<file path="src/hw/rtl/cdml_pkg.sv">
package cdml_pkg;

    localparam int OPERAND_WIDTH_DEF = 8;
    localparam int MAX_RUN_DEF       = 64;
    localparam int VALUE_WIDTH       = 8;
    localparam int LIMIT_WIDTH       = 8;

    localparam logic [LIMIT_WIDTH-1:0] LIMIT_RESET = 8'd100;

    typedef enum logic [1:0] {
        ST_VALUE = 2'd0,
        ST_NONE  = 2'd1,
        ST_ZERO  = 2'd2,
        ST_CUT   = 2'd3
    } status_t;

endpackage

</file>
<file path="src/hw/rtl/common_divisor_multiple_lister_top.sv">
// Common divisor and common multiple lister.
// A command is one transfer on start while busy is low; it carries func and
// the two operands. Divisor mode lists every common divisor in ascending
// order, multiple mode lists every common multiple from 1 up to the limit
// register, or gives one "none" result when there is none. A zero operand
// gives one error result in the cycle after the transfer, with busy staying low.
// Results appear on found_value, result_status and last_of_run for exactly
// one cycle, marked by strobe, and the receiver cannot hold them off.
// Candidates are tested one after another by two bit-serial remainder units
// that run side by side over CW bits, where CW is the larger of
// OPERAND_WIDTH and 8, and each test ends in a decide step. A command walks
// the candidates from 1 up to top, the smaller operand or the limit. Each
// found value is shown when the next one is found, and the final one is
// shown from the flush state after the walk ends. A run stops at MAX_RUN
// values. The limit register is written with multiple_limit_we and resets
// to 100. Reset returns the block to idle with no result pending.
module common_divisor_multiple_lister_top #(
    parameter int OPERAND_WIDTH = cdml_pkg::OPERAND_WIDTH_DEF,
    parameter int MAX_RUN       = cdml_pkg::MAX_RUN_DEF
) (
    input  logic                               clk,
    input  logic                               rst_n,
    input  logic                               start,
    output logic                               busy,
    input  logic                               func,
    input  logic [OPERAND_WIDTH-1:0]           first_operand,
    input  logic [OPERAND_WIDTH-1:0]           second_operand,
    input  logic                               multiple_limit_we,
    input  logic [cdml_pkg::LIMIT_WIDTH-1:0]   multiple_limit_wdata,
    output logic                               strobe,
    output logic [cdml_pkg::VALUE_WIDTH-1:0]   found_value,
    output logic [1:0]                         result_status,
    output logic                               last_of_run
);

    localparam int CW    = (OPERAND_WIDTH > cdml_pkg::VALUE_WIDTH) ?
                           OPERAND_WIDTH : cdml_pkg::VALUE_WIDTH;
    localparam int BW    = $clog2(CW);
    localparam int CNT_W = $clog2(MAX_RUN + 1);

    typedef enum logic [1:0] {
        S_IDLE,
        S_CHECK,
        S_DECIDE,
        S_FLUSH
    } state_t;

    state_t                           state_reg;
    logic [cdml_pkg::LIMIT_WIDTH-1:0] limit_reg;
    logic                             func_reg;
    logic [CW-1:0]                    a_reg;
    logic [CW-1:0]                    b_reg;
    logic [CW-1:0]                    top_reg;
    logic [CW-1:0]                    cand_reg;
    logic [CW-1:0]                    x0_reg;
    logic [CW-1:0]                    x1_reg;
    logic [CW-1:0]                    rem0_reg;
    logic [CW-1:0]                    rem1_reg;
    logic [BW-1:0]                    bit_cnt_reg;
    logic [CW-1:0]                    pend_reg;
    logic                             pend_valid_reg;
    logic                             cut_reg;
    logic [CNT_W-1:0]                 count_reg;
    logic                             strobe_reg;
    logic [cdml_pkg::VALUE_WIDTH-1:0] found_value_reg;
    cdml_pkg::status_t                status_reg;
    logic                             last_reg;

    logic [CW-1:0] a_in;
    logic [CW-1:0] b_in;
    logic [CW-1:0] top_in;
    logic [CW-1:0] d0;
    logic [CW-1:0] d1;
    logic [CW:0]   t0;
    logic [CW:0]   t1;
    logic [CW-1:0] rem0_next;
    logic [CW-1:0] rem1_next;
    logic [CW-1:0] cand_next;
    logic          hit;

    always_comb
    begin
        a_in   = CW'(first_operand);
        b_in   = CW'(second_operand);
        top_in = func ? CW'(limit_reg) : ((a_in < b_in) ? a_in : b_in);

        d0 = func_reg ? a_reg : cand_reg;
        d1 = func_reg ? b_reg : cand_reg;
        t0 = {rem0_reg, x0_reg[CW-1]};
        t1 = {rem1_reg, x1_reg[CW-1]};
        rem0_next = (t0 >= {1'b0, d0}) ? CW'(t0 - {1'b0, d0}) : CW'(t0);
        rem1_next = (t1 >= {1'b0, d1}) ? CW'(t1 - {1'b0, d1}) : CW'(t1);

        cand_next = cand_reg + CW'(1);
        hit       = (rem0_reg == '0) && (rem1_reg == '0);
    end

    always_ff @(posedge clk or negedge rst_n)
    begin
        if (!rst_n)
        begin
            state_reg       <= S_IDLE;
            limit_reg       <= cdml_pkg::LIMIT_RESET;
            func_reg        <= 1'b0;
            a_reg           <= '0;
            b_reg           <= '0;
            top_reg         <= '0;
            cand_reg        <= '0;
            x0_reg          <= '0;
            x1_reg          <= '0;
            rem0_reg        <= '0;
            rem1_reg        <= '0;
            bit_cnt_reg     <= '0;
            pend_reg        <= '0;
            pend_valid_reg  <= 1'b0;
            cut_reg         <= 1'b0;
            count_reg       <= '0;
            strobe_reg      <= 1'b0;
            found_value_reg <= '0;
            status_reg      <= cdml_pkg::ST_VALUE;
            last_reg        <= 1'b0;
        end
        else
        begin
            strobe_reg <= 1'b0;
            if (multiple_limit_we)
            begin
                limit_reg <= multiple_limit_wdata;
            end
            case (state_reg)
                S_IDLE:
                begin
                    if (start)
                    begin
                        func_reg       <= func;
                        a_reg          <= a_in;
                        b_reg          <= b_in;
                        top_reg        <= top_in;
                        cand_reg       <= CW'(1);
                        x0_reg         <= func ? CW'(1) : a_in;
                        x1_reg         <= func ? CW'(1) : b_in;
                        rem0_reg       <= '0;
                        rem1_reg       <= '0;
                        bit_cnt_reg    <= BW'(CW - 1);
                        pend_valid_reg <= 1'b0;
                        cut_reg        <= 1'b0;
                        count_reg      <= '0;
                        if (a_in == '0 || b_in == '0)
                        begin
                            strobe_reg      <= 1'b1;
                            found_value_reg <= '0;
                            status_reg      <= cdml_pkg::ST_ZERO;
                            last_reg        <= 1'b1;
                        end
                        else if (top_in == '0)
                        begin
                            strobe_reg      <= 1'b1;
                            found_value_reg <= '0;
                            status_reg      <= cdml_pkg::ST_NONE;
                            last_reg        <= 1'b1;
                        end
                        else
                        begin
                            state_reg <= S_CHECK;
                        end
                    end
                end
                S_CHECK:
                begin
                    rem0_reg    <= rem0_next;
                    rem1_reg    <= rem1_next;
                    x0_reg      <= {x0_reg[CW-2:0], 1'b0};
                    x1_reg      <= {x1_reg[CW-2:0], 1'b0};
                    bit_cnt_reg <= bit_cnt_reg - BW'(1);
                    if (bit_cnt_reg == '0)
                    begin
                        state_reg <= S_DECIDE;
                    end
                end
                S_DECIDE:
                begin
                    if (hit)
                    begin
                        if (pend_valid_reg)
                        begin
                            strobe_reg      <= 1'b1;
                            found_value_reg <= pend_reg[cdml_pkg::VALUE_WIDTH-1:0];
                            status_reg      <= cdml_pkg::ST_VALUE;
                            last_reg        <= 1'b0;
                        end
                        pend_reg       <= cand_reg;
                        pend_valid_reg <= 1'b1;
                        count_reg      <= count_reg + CNT_W'(1);
                    end
                    if (hit && count_reg == CNT_W'(MAX_RUN - 1))
                    begin
                        cut_reg   <= 1'b1;
                        state_reg <= S_FLUSH;
                    end
                    else if (cand_reg == top_reg)
                    begin
                        state_reg <= S_FLUSH;
                    end
                    else
                    begin
                        cand_reg    <= cand_next;
                        x0_reg      <= func_reg ? cand_next : a_reg;
                        x1_reg      <= func_reg ? cand_next : b_reg;
                        rem0_reg    <= '0;
                        rem1_reg    <= '0;
                        bit_cnt_reg <= BW'(CW - 1);
                        state_reg   <= S_CHECK;
                    end
                end
                S_FLUSH:
                begin
                    strobe_reg <= 1'b1;
                    last_reg   <= 1'b1;
                    if (pend_valid_reg)
                    begin
                        found_value_reg <= pend_reg[cdml_pkg::VALUE_WIDTH-1:0];
                        status_reg      <= cut_reg ? cdml_pkg::ST_CUT : cdml_pkg::ST_VALUE;
                    end
                    else
                    begin
                        found_value_reg <= '0;
                        status_reg      <= cdml_pkg::ST_NONE;
                    end
                    state_reg <= S_IDLE;
                end
                default:
                begin
                    state_reg <= S_IDLE;
                end
            endcase
        end
    end

    assign busy          = (state_reg != S_IDLE);
    assign strobe        = strobe_reg;
    assign found_value   = found_value_reg;
    assign result_status = status_reg;
    assign last_of_run   = last_reg;

`ifndef ASSERT_OFF
    a_special_is_last: assert property (@(posedge clk) disable iff (!rst_n)
        strobe && (result_status != cdml_pkg::ST_VALUE) |-> last_of_run)
        else $error("A cut, none or error result was not marked last.");

    a_special_no_value: assert property (@(posedge clk) disable iff (!rst_n)
        strobe && (result_status == cdml_pkg::ST_NONE ||
                   result_status == cdml_pkg::ST_ZERO) |-> (found_value == '0))
        else $error("A none or error result carried a nonzero value.");

    a_zero_operand: assert property (@(posedge clk) disable iff (!rst_n)
        start && !busy && (first_operand == '0 || second_operand == '0)
        |=> strobe && (result_status == cdml_pkg::ST_ZERO) && !busy)
        else $error("A zero operand did not give an immediate error result.");

    a_run_bound: assert property (@(posedge clk) disable iff (!rst_n)
        count_reg <= CNT_W'(MAX_RUN))
        else $error("The run count passed its maximum.");

    a_last_ends_run: assert property (@(posedge clk) disable iff (!rst_n)
        strobe && last_of_run |-> !busy)
        else $error("A last result was shown while the walk was still running.");
`endif

endmodule
</file>
<file path="config.mk">
export PLATFORM = sky130hd
export DESIGN_NAME = common_divisor_multiple_lister_top
export DESIGN_NICKNAME = d
export VERILOG_FILES = /design/src/hw/rtl/cdml_pkg.sv /design/src/hw/rtl/common_divisor_multiple_lister_top.sv
export SDC_FILE = /design/constraint.sdc
export NUM_CORES = 1
export LEC_CHECK = 0
export ABC_AREA = 1
export CORE_MARGIN = 3
export CORE_UTILIZATION = 60
export DETAILED_ROUTE_END_ITERATION = 12
export DONT_BUFFER_PORTS = 1
export HOLD_SLACK_MARGIN = 0.1
export PLACE_DENSITY = 0.87
export SLEW_MARGIN = 10
export SYNTH_ARGS = -nofsm -noshare
export SYNTH_HDL_FRONTEND = slang
export SYNTH_SLANG_ARGS = --single-unit
</file>
<file path="constraint.sdc">
create_clock -name clk -period 3.3 [get_ports clk]
set_clock_uncertainty 0.1 [all_clocks]
set_input_delay 0.165 -clock clk [delete_from_list [all_inputs] [get_ports clk]]
set_output_delay 0.165 -clock clk [all_outputs]
set_load 0.01 [all_outputs]
</file>
==> results.tsv, run 1 <==
stage	metric	value	unit
sta	slew_violations	0	
synth	synth_enable_flop_cells	0	
synth	synth_top_flop_cell	dfrtp_1	
synth	synthDistinctLibCells	49	
global_routing	antenna_found_initial	0	
sta	tns	0	ns
sta	post-route-period-util	0.837	
global_routing	grt_remaining_overflow	0	
cts	post_cts_buffers	0	
floorplan	die_area	12100	um^2
synth	synthArstFlopShare	1.00	
power_and_ir_drop	switching_share	0.486	
setup_path	crit_path_start_kind	register	
finish	layout_commonest_cell	nand2_1	
cts	clock_sinks	107	
power_and_ir_drop	peakVddDrop	0.404	mV
global_routing	grt_pass1_wl	28900	um
routing	finalWirelength	17400	um
sta	finalSetupViolations	0	
floorplan	io_pins	42	
placement	port_buffers	0	
routing	vias	5931	
synth	synth-seq-area-share	0.413	
placement	place_congestion	0.905	
sta	period_needed	2.76	ns
setup_path	cp-end-kind	register	
power_and_ir_drop	power_density	894	nW/um^2
placement	post-dp-hpwl	12100	um
floorplan	die_w	110	um
power_and_ir_drop	leakagePower	0.00341	uW
finish	stdcell_count	989	
job	drv_cap	0	
routing	post_drt_wl_per_cell	17.6	um
cts	cts_max_level	3	
cts	clock_latency	0.39	ns
cts	clk_pin_slew_worst_paths	0.11	ns
routing	drc	0	
floorplan	row_count	37	
finish	area_growth	10.7	%
sta	rsz0062_at_grt	false	
power_and_ir_drop	internal-power	3300	uW
routing	ant_nets	0	
setup_path	crit_required	3.47	ns
finish	drive_above_1_share	0.0797	
finish	seq_area	2680	um^2
routing	drt_iter0_drc	583	
finish	utilization	0.689	
outcome	status	complete, no violations	
finish	diodes	0	
finish	final_cell_mix	nand2_1 (180), dfrtp_1 (103), o21ai_0 (84), inv_1 (79), nor2_1 (60)	
power_and_ir_drop	clockPowerShare	0.134	
floorplan	die-height	110	um
power_and_ir_drop	seqPwrFrac	0.317	
synth	ys_seq_elements	107	
global_routing	grt_max_degree	108	
sta	max_freq	362	MHz
routing	first_pass_iters	6	
synth	syn_area	6480	um^2
finish	n_fill_cell	801	
setup_path	crit_path_max_fanout	24	
global_routing	grt_pass1_vias	5890	
synth	ys_warn_count	0	
synth	avgSynthCellArea	7.89	um^2
power_and_ir_drop	pwr-share-comb	0.549	
floorplan	initial_core_util	0.623	
cts	cts_root_buf	clkbuf_8	
placement	place_ws	0.337	ns
global_routing	grt_usage	0.310	
sta	worst_pin_slew	0.736	ns
routing	via_per_inst	6.00	
floorplan	core_area	10400	um^2
finish	nNetsFinal	910	
placement	dp_cells	933	
cts	cts.path.max_buffers	2	
cts	cts_made_buffers	9	
worst_hold_path	hold_path.class	in2reg	
synth	syn_inst	822	
finish	multi_input_area	3300	um^2
sta	hold-worst-slack	0.129	ns
sta	fin_ws	0.537	ns
power_and_ir_drop	p_sw	3120	uW
setup_path	cp_data_arrival_time	2.93	ns
sta	final_hold_viol_count	0	
setup_path	worst-setup-path-type	reg2reg	
synth	synth_fp_nets	884	
cts	cts_tree	done	
sta	relSlewSlack	0.507	
[critical path, stage by stage (launching register included)]
cell and delay [ns]:
dfrtp_2 0.59, inv_1 0.20, nand2_1 0.11, o21ai_0 0.10, ha_1 0.19, inv_1 0.08
a21oi_1 0.07, o21bai_1 0.23, nand4_1 0.12, o211ai_1 0.13, nand2_1 0.10, nand2_1 0.27
inv_1 0.12, a21oi_1 0.15, o21ai_1 0.08
[path summary, 6_finish.rpt]
path	from	endpoint	slack [ns]	cells past startpoint
min in group asynchronous	rst_n	rem1_reg[0]	0.26	2
hold / removal	start	cand_reg[7]	0.13	4
setup / recovery	func_reg	rem1_reg[2]	0.54	14
max in group asynchronous	rst_n	func_reg	2.38	2
hold reg to reg	b_reg[0]	b_reg[0]	0.40	2
setup reg to reg	func_reg	rem1_reg[2]	0.54	14
[area by class of cell]
type	count	area share
clock buffers	12	0.0202
clock inverters	4	0.00819
inverters	89	0.0465
multi-input cells	593	0.459
flip-flops and latches	107	0.374
well taps	136	0.0237
repair buffers	48	0.0683
[layer usage]
metal / global-route usage / vias up / routed length [um]
met5: 0 / - / 0
met4: 0.144 / 0 / 592
met3: 0.0511 / 56 / 1330
met2: 0.506 / 299 / 8230
met1: 0.403 / 2762 / 7260
li1: - / 2814 / -
[per-stage QoR]
step,instance area [um^2],total power [uW]
after floorplan,6480,4650
after global placement,6560,5280
after detailed placement,6560,5400
after CTS,7180,6340
after global routing,7180,6970
final,7180,6420
[Yosys cell counts, types with 3 or more instances]
cell type    n  share of area
inv_2        9         0.0052
nor2_2       3         0.0029
o21ai_1     18          0.014
xor2_1      18          0.024
xnor2_1      4         0.0054
o21ai_0     84          0.065
dfrtp_1    104           0.40
nor2_1      60          0.035
nand3_1     47          0.036
ha_1        31          0.060
nand4_1      7         0.0068
clkbuf_1    19          0.011
a22oi_1     16          0.019
nor3_1      10         0.0077
nand2_2      7         0.0068
nand2_1    180           0.10
nand2_4      3         0.0052
dfstp_2      3          0.012
buf_2        5         0.0039
a21oi_1     44          0.034
mux2_2       8          0.014
o22ai_1     13          0.013
inv_1       79          0.046
o211ai_1     4         0.0046
buf_6        3         0.0052
nor4_1       8         0.0077
buf_4        5         0.0058
nand3_2      3         0.0046
a31oi_1      4         0.0039
[timing repair]
item,in CTS,in global routing
endpoints found under the hold margin,161,0
hold buffers,40,0
endpoints found under the setup margin,0,10
resized for setup,0,1
[power by group through the flow]
| stage | combinational (uW) | sequential, uW | clock (uW) |
|---|---|---|---|
| final | 3520 | 2040 | 859 |
| after global routing | 3980 | 2080 | 909 |
| after CTS | 3460 | 2020 | 861 |
| after detailed placement | 3360 | 2050 | 0 |
| after global placement | 3250 | 2030 | 0 |
| after floorplan | 2740 | 1910 | 0 |
[kinds of logic after synthesis]
family	count (synthesis)	synth area share
compound gates	194	0.169
xor+xnor	22	0.0297
buf+inv	122	0.0781
simple gates	336	0.230
flops	107	0.413
fa+ha+maj	33	0.0660
mux	8	0.0139
No activity file was read; power rests on OpenSTA's default activity.
==> run 2: changes to the inputs <==
==> constraint.sdc (replaced) <==
create_clock -name clk -period 2.7 [get_ports clk]
set_clock_uncertainty 0.1 [all_clocks]
set_input_delay 0.135 -clock clk [delete_from_list [all_inputs] [get_ports clk]]
set_output_delay 0.135 -clock clk [all_outputs]
set_load 0.01 [all_outputs]
==> run 2 against run 1 <==
Against the previous run:
- the run now ends with hold timing left
- register-to-register slack got worse by 0.35 ns
- final cell count increased by 1.3%
- first-iteration DRC count increased by 14%
- sequential power increased by 21%
- worst hold slack got worse by 0.79 ns
- highest routed layer unchanged
==> results.tsv, run 2 (synthesis results as in run 1) <==
stage	metric	value	unit	change
sta	slew_violations	0		unchanged
floorplan	core_area	10400	um^2	unchanged
cts	clk_pin_slew_worst_paths	0.10	ns	about the same
global_routing	antenna_found_initial	0		unchanged
job	drv_cap	0		unchanged
worst_hold_path	hold_path.class	in2async		
routing	vias	6154		+3.8%
outcome	status	complete, but fails checks		
setup_path	cp_data_arrival_time	2.71	ns	-0.22 ns
setup_path	cp_common_cell	nand2_1		
setup_path	cpPeakStageDelay	0.57	ns	-0.02 ns
cts	cts_made_buffers	9		unchanged
cts	ctsHoldBuffers	38		-5.0%
sta	tns	0	ns	unchanged
routing	drt_iter0_drc	665		+14%
sta	max_freq	395	MHz	
sta	period_needed	2.53	ns	
routing	first_pass_iters	7		+1
floorplan	die-height	110	um	unchanged
global_routing	grt_pass1_wl	29800	um	+3.3%
cts	cts.path.max_buffers	2		unchanged
sta	final_hold_viol_count	107		+107
global_routing	grt_remaining_overflow	0		unchanged
setup_path	cp-end-kind	register		
setup_path	cpMaxStageDelayCell	dlygate4sd3_1		
cts	clock_sinks	107		unchanged
routing	finalWirelength	18400	um	+5.7%
sta	rsz0062_at_grt	false		
routing	via_per_inst	6.14		+2.4%
global_routing	grt_usage	0.321		+0.0108
floorplan	die_w	110	um	unchanged
sta	worst_pin_slew	1.05	ns	+0.315 ns
sta	finalSetupViolations	0		unchanged
outcome	violations	hold timing		
finish	drive_above_1_share	0.0993		+0.0196
cts	cts_tree	done		
cts	cts_root_buf	clkbuf_8		
setup_path	crit_required	2.88	ns	-0.59 ns
power_and_ir_drop	power_density	1100	nW/um^2	+23%
cts	cts_max_level	3		unchanged
finish	diodes	0		unchanged
power_and_ir_drop	leakagePower	0.00346	uW	+1.3%
finish	utilization	0.695		+0.00625
global_routing	grt_max_degree	108		unchanged
floorplan	row_count	37		unchanged
routing	post_drt_wl_per_cell	18.4	um	+4.3%
routing	drc	0		unchanged
finish	n_fill_cell	773		-3.5%
sta	hold-worst-slack	-0.660	ns	-0.789 ns
finish	area_growth	11.7	%	
power_and_ir_drop	total_power	7980	uW	+24%
finish	final_cell_mix	nand2_1 (178), dfrtp_1 (104), o21ai_0 (84), inv_1 (79), nor2_1 (59)		
setup_path	crit_chain	dlygate4sd3_1 > inv_1 > ha_1 > nand2_1 > o21a_2 > nand2_4 > nand2_1 > nand3_1 > nand4_1 > nor2_2 > nand2_2 > nand3_4 > nand2_4 > nand2_1 > nand2_1		
placement	post-dp-hpwl	12500	um	+3.4%
floorplan	initial_core_util	0.623		unchanged
global_routing	grt_pass1_vias	5955		+1.1%
sta	relSlewSlack	0.297		-0.210
floorplan	io_pins	42		unchanged
setup_path	worst-setup-path-type	in2reg		
sta	post-route-period-util	0.938		
floorplan	die_area	12100	um^2	unchanged
placement	place_congestion	0.960		+6.0%
placement	port_buffers	0		unchanged
setup_path	crit_path_max_fanout	12		-50%
finish	nNetsFinal	923		+1.4%
cts	clock_latency	0.38	ns	about the same
finish	layout_commonest_cell	nand2_1		
routing	ant_nets	0		unchanged
setup_path	crit_path_start_kind	input port		
power_and_ir_drop	peakVddDrop	0.550	mV	+36%
[run 2: repair_timing]
| action | 4_1_cts | 5_1_grt |
|---|---|---|
| endpoints found under the setup margin | 0 | 25 |
| hold endpoints to repair | 161 | 107 |
| gates resized for setup | 0 | 9 |
| buffers inserted | 0 | 1 |
[run 2: cell type report]
class                   count  area, um^2  area share
clock buffers              13         139      0.0192
clock inverters             3        25.0     0.00345
inverters                  89         334      0.0461
multi-input cells         593        3330       0.459
flip-flops and latches    107        2680       0.370
well taps                 136         170      0.0235
repair buffers             61         566      0.0781
[run 2: metal layers]
| layer | part of all wire | wire (um) | track usage | vias to the layer above |
|---|---|---|---|---|
| met5 | 0 | 0 | 0 | - |
| met4 | 0.040 | 744 | 0.143 | 0 |
| met3 | 0.088 | 1610 | 0.0575 | 69 |
| met2 | 0.46 | 8550 | 0.510 | 344 |
| met1 | 0.41 | 7490 | 0.429 | 2909 |
| li1 | - | - | - | 2832 |
[run 2: power by group]
group / switching, uW / internal [uW] / total (uW)
Combinational: 2950 / 1650 / 4600
Clock: 567 / 346 / 913
Sequential: 404 / 2070 / 2470
[run 2: critical path: cells and delay by family]
family | cells | cell delay [ns]
AO/OA/AOI/OAI | 1 | 0.30
AND/OR/NAND/NOR | 11 | 1.30
adder cells (fa/ha/maj) | 1 | 0.31
buffers and inverters | 2 | 0.67
[run 2: final timing paths]
kind	from	end	slack, ns	cells past startpoint
max	second_operand[7]	result_status[0]	0.17	15
min	rst_n	rem1_reg[2]	-0.66	0
max reg2reg	func_reg	rem0_reg[3]	0.19	12
min reg2reg	b_reg[0]	b_reg[0]	0.40	2
max in group asynchronous	rst_n	limit_reg[6]	2.94	0
min in group clk	start	cand_reg[7]	0.14	4
[run 2: per-stage QoR]
| stage | std cells | cell area [um^2] | setup slack (ns) |
|---|---|---|---|
| 6_report | 1002 | 7240 | 0.168 |
| 5_1_grt | 1002 | 7240 | 0.0135 |
| 4_1_cts | 1001 | 7200 | 0.0808 |
| 3_5_place_dp | 947 | 6660 | 0.0889 |
| 3_3_place_gp | 947 | 6660 | 0.192 |
| 2_1_floorplan | 822 | 6490 | 0.0559 |
